===== config.mk =====
export PLATFORM = sky130hd
export DESIGN_NAME = cooperative_task_scheduler
export DESIGN_NICKNAME = d
export VERILOG_FILES = /design/src/design/ctsch_pkg.sv /design/src/design/cooperative_task_scheduler.sv /design/src/design/ctsch_ram.sv
export SDC_FILE = /design/constraint.sdc
export NUM_CORES = 2
export LEC_CHECK = 0
export BUFFER_PORTS_ARGS = -buffer_cell sky130_fd_sc_hd__buf_2
export CORE_UTILIZATION = 35
export CTS_BUF_LIST = sky130_fd_sc_hd__clkbuf_4 sky130_fd_sc_hd__clkbuf_8 sky130_fd_sc_hd__clkbuf_16
export DETAILED_ROUTE_END_ITERATION = 8
export PLACE_DENSITY = 0.5
export SLEW_MARGIN = 20
export SYNTH_ARGS = -nofsm -noshare
export SYNTH_HDL_FRONTEND = slang
export SYNTH_SLANG_ARGS = --single-unit

===== constraint.sdc =====
create_clock -name clk_i -period 9 [get_ports clk_i]
set_input_delay 2.25 -clock clk_i [delete_from_list [all_inputs] [get_ports clk_i]]
set_output_delay 2.25 -clock clk_i [all_outputs]
set_load 0.005 [all_outputs]

===== src/design/ctsch_pkg.sv =====
// ----------------------------------------------------------------------------
// ctsch_pkg
// Types and constants shared by the cooperative task scheduler and its testbench.
// ----------------------------------------------------------------------------
package ctsch_pkg;

  localparam int NUM_SLOTS      = 8;
  localparam int TICK_PERIOD_MS = 10;
  localparam int SLOT_W         = (NUM_SLOTS > 1) ? $clog2(NUM_SLOTS) : 1;
  localparam int CNT_W          = SLOT_W + 1;
  localparam int TICKS_W        = 28;
  localparam int RESULT_CAP     = 8;

  localparam logic [31:0] TICKS_MAX        = 32'h0FFF_FFFF;
  localparam logic [15:0] WDOG_RESET_LIMIT = 16'd300;
  // floor((2^32 - 1) / tick period), reciprocal for the ms to tick conversion
  localparam logic [31:0] RECIP = 32'(((64'd1 << 32) - 64'd1) / 64'(TICK_PERIOD_MS));

  typedef enum logic [2:0] {
    ACT_ADD      = 3'd0,
    ACT_DELETE   = 3'd1,
    ACT_TICK     = 3'd2,
    ACT_DISPATCH = 3'd3,
    ACT_CLEAR_WD = 3'd4
  } action_e;

  typedef enum logic [1:0] {
    STAT_OK    = 2'd0,
    STAT_FULL  = 2'd1,
    STAT_NEG   = 2'd2,
    STAT_NODEL = 2'd3
  } status_e;

  typedef enum logic [2:0] {
    ST_IDLE,
    ST_MUL,
    ST_FIX,
    ST_PROC,
    ST_RESP
  } state_e;

  typedef struct packed {
    logic [2:0]  action;
    logic [7:0]  task_handle;
    logic [31:0] delay_ms;
    logic [31:0] period_ms;
    logic [7:0]  slot_to_delete;
  } in_item_t;

  typedef struct packed {
    logic [1:0]  status;
    logic [3:0]  slot_index;
    logic [7:0]  run_handle;
    logic        run_valid;
    logic [15:0] task_number;
    logic [1:0]  last_error;
    logic        watchdog_expired;
    logic        last;
  } out_item_t;

  typedef struct packed {
    logic [7:0]         handle;
    logic [TICKS_W-1:0] delay;
    logic [TICKS_W-1:0] period;
    logic [7:0]         pending;
    logic [15:0]        number;
  } entry_t;

endpackage


===== src/design/cooperative_task_scheduler.sv =====
// ----------------------------------------------------------------------------
// cooperative_task_scheduler
// Time-triggered cooperative scheduler with its slot table in one RAM.
// ----------------------------------------------------------------------------
// An add passes ST_MUL and ST_FIX (two-step ms to tick conversion) before
//   ST_RESP; delete, clear and unknown actions go straight to ST_RESP.
// Tick and dispatch walk the slot RAM one slot per cycle; a dispatch stalls on
//   a due slot while the output is full, ends at its last due slot or result cap.
// One item is in work at a time; the next one is accepted once the block is idle.
// Reset is asynchronous, clears control state and slot valid bits; the RAM
//   needs no clearing pass.
module cooperative_task_scheduler (
  input  logic                 clk_i,
  input  logic                 rst_ni,
  input  logic                 in_valid_i,
  output logic                 in_ready_o,
  input  ctsch_pkg::in_item_t  in_item_i,
  output logic                 out_valid_o,
  input  logic                 out_ready_i,
  output ctsch_pkg::out_item_t out_item_o,
  input  logic                 cfg_we_i,
  input  logic [15:0]          cfg_wdata_i
);
  import ctsch_pkg::*;

  state_e              state_q, state_d;
  in_item_t            in_q;
  logic [NUM_SLOTS-1:0] used_q, used_d;
  logic [NUM_SLOTS-1:0] pend_q, pend_d;
  logic [CNT_W-1:0]    cursor_q, cursor_d;
  logic [3:0]          nres_q, nres_d;
  logic [15:0]         next_num_q, next_num_d;
  logic [31:0]         wd_q, wd_d;
  logic [1:0]          err_q, err_d;
  logic [15:0]         limit_q;
  logic [62:0]         prod_dly_q, prod_per_q;
  out_item_t           resp_q, resp_d;
  out_item_t           out_q, out_d;
  logic                out_valid_q, out_valid_d;

  logic                ram_we;
  logic [SLOT_W-1:0]   ram_waddr;
  entry_t              ram_wdata;
  entry_t              ram_rdata;

  // slot control signals
  logic                out_free;
  logic                accept;
  logic [SLOT_W-1:0]   cur_slot;
  logic                last_slot;
  logic                disp_hit;
  logic                higher_pend;
  logic                disp_last;
  logic                wd_exp;
  logic                tbl_full;
  logic [SLOT_W-1:0]   free_slot;
  logic                out_load;

  assign in_ready_o  = (state_q == ST_IDLE);
  assign accept      = in_valid_i && in_ready_o;
  assign out_free    = !out_valid_q || out_ready_i;
  assign out_valid_o = out_valid_q;
  assign out_item_o  = out_q;
  assign wd_exp      = (wd_q > {16'd0, limit_q});

  ctsch_ram #(
    .WIDTH($bits(entry_t)),
    .DEPTH(NUM_SLOTS)
  ) u_slot_ram (
    .clk_i  (clk_i),
    .we_i   (ram_we),
    .waddr_i(ram_waddr),
    .wdata_i(ram_wdata),
    .raddr_i(cursor_d[SLOT_W-1:0]),
    .rdata_o(ram_rdata)
  );

  // quotient fix-up: q0 is the true quotient or one below it
  function automatic logic [TICKS_W-1:0] fix_ticks(logic [30:0] x, logic [30:0] q0);
    logic [31:0] r;
    logic [31:0] q;
    r = {1'b0, x} - (32'(q0) * 32'(TICK_PERIOD_MS));
    q = 32'(q0) + ((r >= 32'(TICK_PERIOD_MS)) ? 32'd1 : 32'd0);
    return (q > TICKS_MAX) ? TICKS_MAX[TICKS_W-1:0] : q[TICKS_W-1:0];
  endfunction

  // slot decisions
  always_comb begin
    cur_slot    = cursor_q[SLOT_W-1:0];
    last_slot   = (cursor_q == CNT_W'(NUM_SLOTS - 1));
    disp_hit    = used_q[cur_slot] && pend_q[cur_slot];
    higher_pend = 1'b0;
    for (int j = 0; j < NUM_SLOTS; j++) begin
      if (j > int'(cur_slot) && pend_q[j]) begin
        higher_pend = 1'b1;
      end
    end
    disp_last = (nres_q == 4'(RESULT_CAP - 1)) || !higher_pend;
    tbl_full  = &used_q;
    free_slot = '0;
    for (int j = NUM_SLOTS - 1; j >= 0; j--) begin
      if (!used_q[j]) begin
        free_slot = SLOT_W'(j);
      end
    end
  end

  // next state
  always_comb begin
    state_d = state_q;
    unique case (state_q)
      ST_IDLE: begin
        if (accept) begin
          case (in_item_i.action)
            ACT_ADD:      state_d = ST_MUL;
            ACT_TICK:     state_d = ST_PROC;
            ACT_DISPATCH: state_d = (|pend_q) ? ST_PROC : ST_RESP;
            default:      state_d = ST_RESP;
          endcase
        end
      end
      ST_MUL:  state_d = ST_FIX;
      ST_FIX:  state_d = ST_RESP;
      ST_PROC: begin
        if (in_q.action == ACT_TICK) begin
          if (last_slot) state_d = ST_RESP;
        end else if (disp_hit) begin
          if (out_free && disp_last) state_d = ST_IDLE;
        end else if (last_slot) begin
          state_d = ST_IDLE;
        end
      end
      ST_RESP: begin
        if (out_free) state_d = ST_IDLE;
      end
      default: state_d = ST_IDLE;
    endcase
  end

  // datapath and outputs
  always_comb begin
    entry_t e;
    logic [7:0] pnew;
    e           = ram_rdata;
    pnew        = '0;
    used_d      = used_q;
    pend_d      = pend_q;
    cursor_d    = cursor_q;
    nres_d      = nres_q;
    next_num_d  = next_num_q;
    wd_d        = wd_q;
    err_d       = err_q;
    resp_d      = resp_q;
    out_d       = out_q;
    out_load    = 1'b0;
    ram_we      = 1'b0;
    ram_waddr   = cur_slot;
    ram_wdata   = ram_rdata;

    unique case (state_q)
      ST_IDLE: begin
        if (accept) begin
          resp_d   = '0;
          cursor_d = '0;
          nres_d   = '0;
          case (in_item_i.action)
            ACT_DELETE: begin
              if ({1'b0, in_item_i.slot_to_delete} >= 9'(NUM_SLOTS)) begin
                resp_d.status = STAT_NODEL;
                err_d         = STAT_NODEL;
              end else begin
                if (!used_q[in_item_i.slot_to_delete[SLOT_W-1:0]]) begin
                  resp_d.status = STAT_NODEL;
                  err_d         = STAT_NODEL;
                end
                used_d[in_item_i.slot_to_delete[SLOT_W-1:0]] = 1'b0;
                pend_d[in_item_i.slot_to_delete[SLOT_W-1:0]] = 1'b0;
              end
            end
            ACT_TICK:     wd_d = wd_q + 32'd1;
            ACT_CLEAR_WD: wd_d = '0;
            default: ;
          endcase
        end
      end
      ST_FIX: begin
        if (tbl_full) begin
          err_d             = STAT_FULL;
          resp_d.status     = STAT_FULL;
          resp_d.slot_index = 4'(NUM_SLOTS);
        end else if (in_q.delay_ms[31] || in_q.period_ms[31]) begin
          err_d         = STAT_NEG;
          resp_d.status = STAT_NEG;
        end else begin
          ram_we            = 1'b1;
          ram_waddr         = free_slot;
          ram_wdata.handle  = in_q.task_handle;
          ram_wdata.delay   = fix_ticks(in_q.delay_ms[30:0], prod_dly_q[62:32]);
          ram_wdata.period  = fix_ticks(in_q.period_ms[30:0], prod_per_q[62:32]);
          ram_wdata.pending = '0;
          ram_wdata.number  = next_num_q;
          used_d[free_slot] = 1'b1;
          pend_d[free_slot] = 1'b0;
          next_num_d        = next_num_q + 16'd1;
          resp_d.slot_index = 4'(free_slot);
          resp_d.task_number = next_num_q;
        end
      end
      ST_PROC: begin
        if (in_q.action == ACT_TICK) begin
          // count down, mark due slots
          if (used_q[cur_slot]) begin
            ram_we = 1'b1;
            if (e.delay == '0) begin
              ram_wdata.pending = (e.pending == 8'hFF) ? e.pending : e.pending + 8'd1;
              if (e.period != '0) ram_wdata.delay = e.period - TICKS_W'(1);
              pend_d[cur_slot] = 1'b1;
            end else begin
              ram_wdata.delay = e.delay - TICKS_W'(1);
            end
          end
          if (!last_slot) cursor_d = cursor_q + CNT_W'(1);
        end else if (disp_hit) begin
          // emit one due slot when the output register frees up
          if (out_free) begin
            pnew              = e.pending - 8'd1;
            ram_we            = 1'b1;
            ram_wdata.pending = pnew;
            if (e.period == '0) begin
              used_d[cur_slot] = 1'b0;
              pend_d[cur_slot] = 1'b0;
            end else begin
              pend_d[cur_slot] = (pnew != 8'd0);
            end
            out_load               = 1'b1;
            out_d.status           = STAT_OK;
            out_d.slot_index       = 4'(cur_slot);
            out_d.run_handle       = e.handle;
            out_d.run_valid        = 1'b1;
            out_d.task_number      = e.number;
            out_d.last_error       = err_q;
            out_d.watchdog_expired = wd_exp;
            out_d.last             = disp_last;
            nres_d                 = nres_q + 4'd1;
            if (!last_slot) cursor_d = cursor_q + CNT_W'(1);
          end
        end else if (!last_slot) begin
          cursor_d = cursor_q + CNT_W'(1);
        end
      end
      ST_RESP: begin
        if (out_free) begin
          out_load               = 1'b1;
          out_d                  = resp_q;
          out_d.last_error       = err_q;
          out_d.watchdog_expired = wd_exp;
          out_d.last             = 1'b1;
        end
      end
      default: ;
    endcase

    out_valid_d = out_load ? 1'b1 : (out_ready_i ? 1'b0 : out_valid_q);
  end

  // control registers
  always_ff @(posedge clk_i or negedge rst_ni) begin
    if (!rst_ni) begin
      state_q     <= ST_IDLE;
      used_q      <= '0;
      pend_q      <= '0;
      cursor_q    <= '0;
      nres_q      <= '0;
      next_num_q  <= '0;
      wd_q        <= '0;
      err_q       <= '0;
      limit_q     <= WDOG_RESET_LIMIT;
      out_valid_q <= 1'b0;
    end else begin
      state_q     <= state_d;
      used_q      <= used_d;
      pend_q      <= pend_d;
      cursor_q    <= cursor_d;
      nres_q      <= nres_d;
      next_num_q  <= next_num_d;
      wd_q        <= wd_d;
      err_q       <= err_d;
      out_valid_q <= out_valid_d;
      if (cfg_we_i) begin
        limit_q <= cfg_wdata_i;
      end
    end
  end

  // payload registers
  always_ff @(posedge clk_i) begin
    if (accept) begin
      in_q <= in_item_i;
    end
    if (state_q == ST_MUL) begin
      prod_dly_q <= 63'(in_q.delay_ms[30:0]) * 63'(RECIP);
      prod_per_q <= 63'(in_q.period_ms[30:0]) * 63'(RECIP);
    end
    resp_q <= resp_d;
    out_q  <= out_d;
  end

`ifndef SYNTHESIS
  // a due slot is always an occupied slot
  assert property (@(posedge clk_i) disable iff (!rst_ni) (pend_q & ~used_q) == '0)
    else $error("pending flag on a free slot");

  // the slot walk never leaves the table
  assert property (@(posedge clk_i) disable iff (!rst_ni)
    state_q == ST_PROC |-> cursor_q < CNT_W'(NUM_SLOTS))
    else $error("slot cursor out of range");

  // an add writes the slot and marks it occupied
  assert property (@(posedge clk_i) disable iff (!rst_ni)
    (ram_we && state_q == ST_FIX) |=> used_q[$past(ram_waddr)])
    else $error("added slot not marked used");

  // the final dispatch result ends the item
  assert property (@(posedge clk_i) disable iff (!rst_ni)
    (out_load && state_q == ST_PROC && out_d.last) |=> state_q == ST_IDLE)
    else $error("dispatch continued past its last result");
`endif

endmodule


===== src/design/ctsch_ram.sv =====
// ----------------------------------------------------------------------------
// ctsch_ram
// Generic single write port, single read port RAM with registered read data.
// ----------------------------------------------------------------------------
module ctsch_ram #(
  parameter int WIDTH = 8,
  parameter int DEPTH = 8,
  parameter int AW    = (DEPTH > 1) ? $clog2(DEPTH) : 1
) (
  input  logic             clk_i,
  input  logic             we_i,
  input  logic [AW-1:0]    waddr_i,
  input  logic [WIDTH-1:0] wdata_i,
  input  logic [AW-1:0]    raddr_i,
  output logic [WIDTH-1:0] rdata_o
);

  logic [WIDTH-1:0] mem [DEPTH];

  // write port and registered read port
  always_ff @(posedge clk_i) begin
    if (we_i) begin
      mem[waddr_i] <= wdata_i;
    end
    rdata_o <= mem[raddr_i];
  end

endmodule


==> flow_summary_export.csv <==
group,metric,value,unit
sta,period_minus_slack,8.56,ns
floorplan,start_util,35.3,%
route,drt_iter0_markers,3649,
finish,drive_gt1_share,8.60,%
grt,grt_pass1_wl,349000,µm
sta,setup_viol,0,
sta,finalHoldViolCount,0,
placement,dp_slack,0.0791,ns
yosys,synth_seq_cells,1074,
sta,grt_setup_unrepaired,"yes",
sta,tightest_slew,1.08,ns
sta,fmax,117,MHz
setup_path,startpoint_type,"flip-flop",
yosys,ys_warn_count,0,
grt,grt_max_degree,79,
floorplan,dieArea,229000,µm²
cts,clkSinkCount,1074,
placement,place.gp.congestion,0.917,
route,drc,0,
yosys,netlist_instances,7016,
setup_path,path_max_fanout,10,
yosys,synthDistinctLibCells,104,
job,cap_violations,0,
grt,gr-total-overflow,0,
setup_path,slowest_delay,0.52,ns
setup_path,path_delay_family,"compound AO/OA/AOI/OAI gates",
route,wl,230000,µm
cts,cts_root_buf,"clkbuf_16",
yosys,netlist_area,79600,µm²
yosys,synth_flop_cell,"edfxtp_1",
sta,setup_slack,0.445,ns
worst_hold_path,holdCritPathClass,"flip-flop to flip-flop",
route,antenna_left,0,
outcome,status,"completed",
cts,clock_latency,0.81,ns
setup_path,worstPathRequired,9.48,ns
sta,fin_crit_sh,95.1,%
floorplan,fp.dieH,479,µm
cts,ctsHoldBuffers,0,
placement,io_buffer_count,140,
grt,grt_pass1_vias,55000,
cts,cts-buffers-inserted,118,
setup_path,timing_worst_setup_path_type,"flip-flop to flip-flop",
floorplan,rows,174,
route,via_per_inst,5.13,
yosys,ys_seq_area_share,38.8,%
grt,antenna_found_initial,5,
yosys,syn_avg_cell_area,11.3,µm²
setup_path,cp_num_buf_inv,1,
finish,area.growth.synth_to_final,11.7,%
sta,drv_slew,0,
route,drt_first_pass_iters,6,
floorplan,io_pins,141,
cts,cts_max_level,3,
placement,dp_hpwl,169000,µm
yosys,synthArstFlopShare,8.75,%
cts,cts.clk_slew.worst_paths,0.06,ns
setup_path,arrival,9.03,ns
setup_path,crit_path_end_kind,"flip-flop",
floorplan,core_area,225000,µm²
yosys,synth-edff-count,892,
sta,clock_skew,0.0869,ns
route,via_count,53100,
finish,nNetsFinal,8921,
cts,cts_buffer_depth,3,
sta,slew_headroom,27.6,%
finish,post-route-util,39.5,%
cts,cts_tree,"yes",
floorplan,die-width,479,µm
route,wl_per_cell,22.2,µm
yosys,syn_nets,8690,
finish,antenna_cells,0,
grt,grt_usage,20.1,%
setup_path,slowest_stage,"or4b_1",
## metrics by stage
stage	TNS, ns	hold slack, ns	instances	cell area (µm²)
finish	0	0.451	10300	88900
global route	-5.90	0.462	10300	88900
CTS	0	0.452	10300	88700
detailed placement	0	0.439	10100	84500
global placement	0	0.439	10100	84500
floorplan	0	0.426	7016	79600
## cell type report
class / instances / area, µm²
fillers: 21800 / 136000
multi-input cells: 4582 / 43700
flip-flops and latches: 1074 / 30900
inverters: 1173 / 4410
well taps: 2992 / 3740
clock buffers: 167 / 3410
repair buffers: 298 / 1980
clock inverters: 59 / 788
## final timing paths
| path | startpoint | endpoint | slack (ns) | cells past startpoint |
|---|---|---|---|---|
| hold / removal | err_q[1]$_DFFE_PN0P_ | out_item_o[3]$_DFFE_PP_ | 0.45 | 0 |
| hold reg to reg | err_q[1]$_DFFE_PN0P_ | out_item_o[3]$_DFFE_PP_ | 0.45 | 0 |
| min in group asynchronous | rst_ni | nres_q[3]$_DFFE_PN0P_ | 1.50 | 1 |
| setup reg to reg | prod_dly_q[33]$_DFFE_PP_ | u_slot_ram.mem[6][72]$_DFFE_PP_ | 0.44 | 37 |
| max in group asynchronous | rst_ni | next_num_q[0]$_DFFE_PN0P_ | 6.38 | 2 |
| setup / recovery | prod_dly_q[33]$_DFFE_PP_ | u_slot_ram.mem[6][72]$_DFFE_PP_ | 0.44 | 37 |
## synthesized netlist by cell type, drive strengths merged, types with 40 or more instances
library cell	instances	area (µm²)
a21o	60	450
a21oi	333	1670
a221o	110	1100
a221oi	95	957
and2	49	309
and3	44	280
buf	87	499
clkbuf	100	375
dfrtp	90	2250
dfxtp	88	1760
edfxtp	892	26800
fa	692	13900
ha	878	11000
inv	1173	4410
mux2i	195	1950
nand2	656	2460
nand2b	40	250
nand3	96	485
nand4	50	313
nor2	266	1020
nor2b	41	257
nor3	104	526
o21ai	212	1060
xnor2	124	1090
xor2	128	1120
## cell families (layout without fill, tap and decap cells)
group | count (synthesis) | count (layout) | synth area share (%)
compound gates | 1091 | 1091 | 9.40
xor+xnor | 252 | 252 | 2.77
fa+ha+maj | 1570 | 1570 | 31.2
buf+inv | 1360 | 1697 | 6.63
flops | 1074 | 1074 | 38.8
mux | 203 | 203 | 2.60
simple gates | 1466 | 1466 | 8.54
## flip-flops by register name (all words and copies together), names as in the netlist, 2 cells and up
register            cells
u_slot_ram.mem        704
u_slot_ram.rdata_o     88
in_q                   75
out_item_o             35
wd_q                   32
prod_dly_q             28
prod_per_q             28
resp_q                 22
limit_q                16
next_num_q             16
pend_q                  8
used_q                  8
cursor_q                4
nres_q                  4
state_q                 3
err_q                   2
## repair_timing
action	in CTS	in global routing
resized for setup	0	33
buffers inserted	0	5
setup endpoints to repair	0	440
## cells in the final DEF, fill, tap and decap left out, drive strengths merged, types with 95 or more instances in the layout
cell type,count
a21oi,333
clkbuf,167
xor2,128
o21ai,212
inv,1179
edfxtp,892
nand3,96
xnor2,124
ha,878
mux2i,195
a221o,110
a221oi,95
nor2,266
fa,692
nor3,104
nand2,656
buf,298
## routing by layer
layer	wire length [µm]	track usage (%)
met2	106000	32.5
met5	13	0
met4	4430	4.35
met1	108000	28.5
met3	11600	2.61
Power is left out: the tool's default activity adds up to more than one toggle a clock period on the data nets, which glitch-free logic cannot reach.
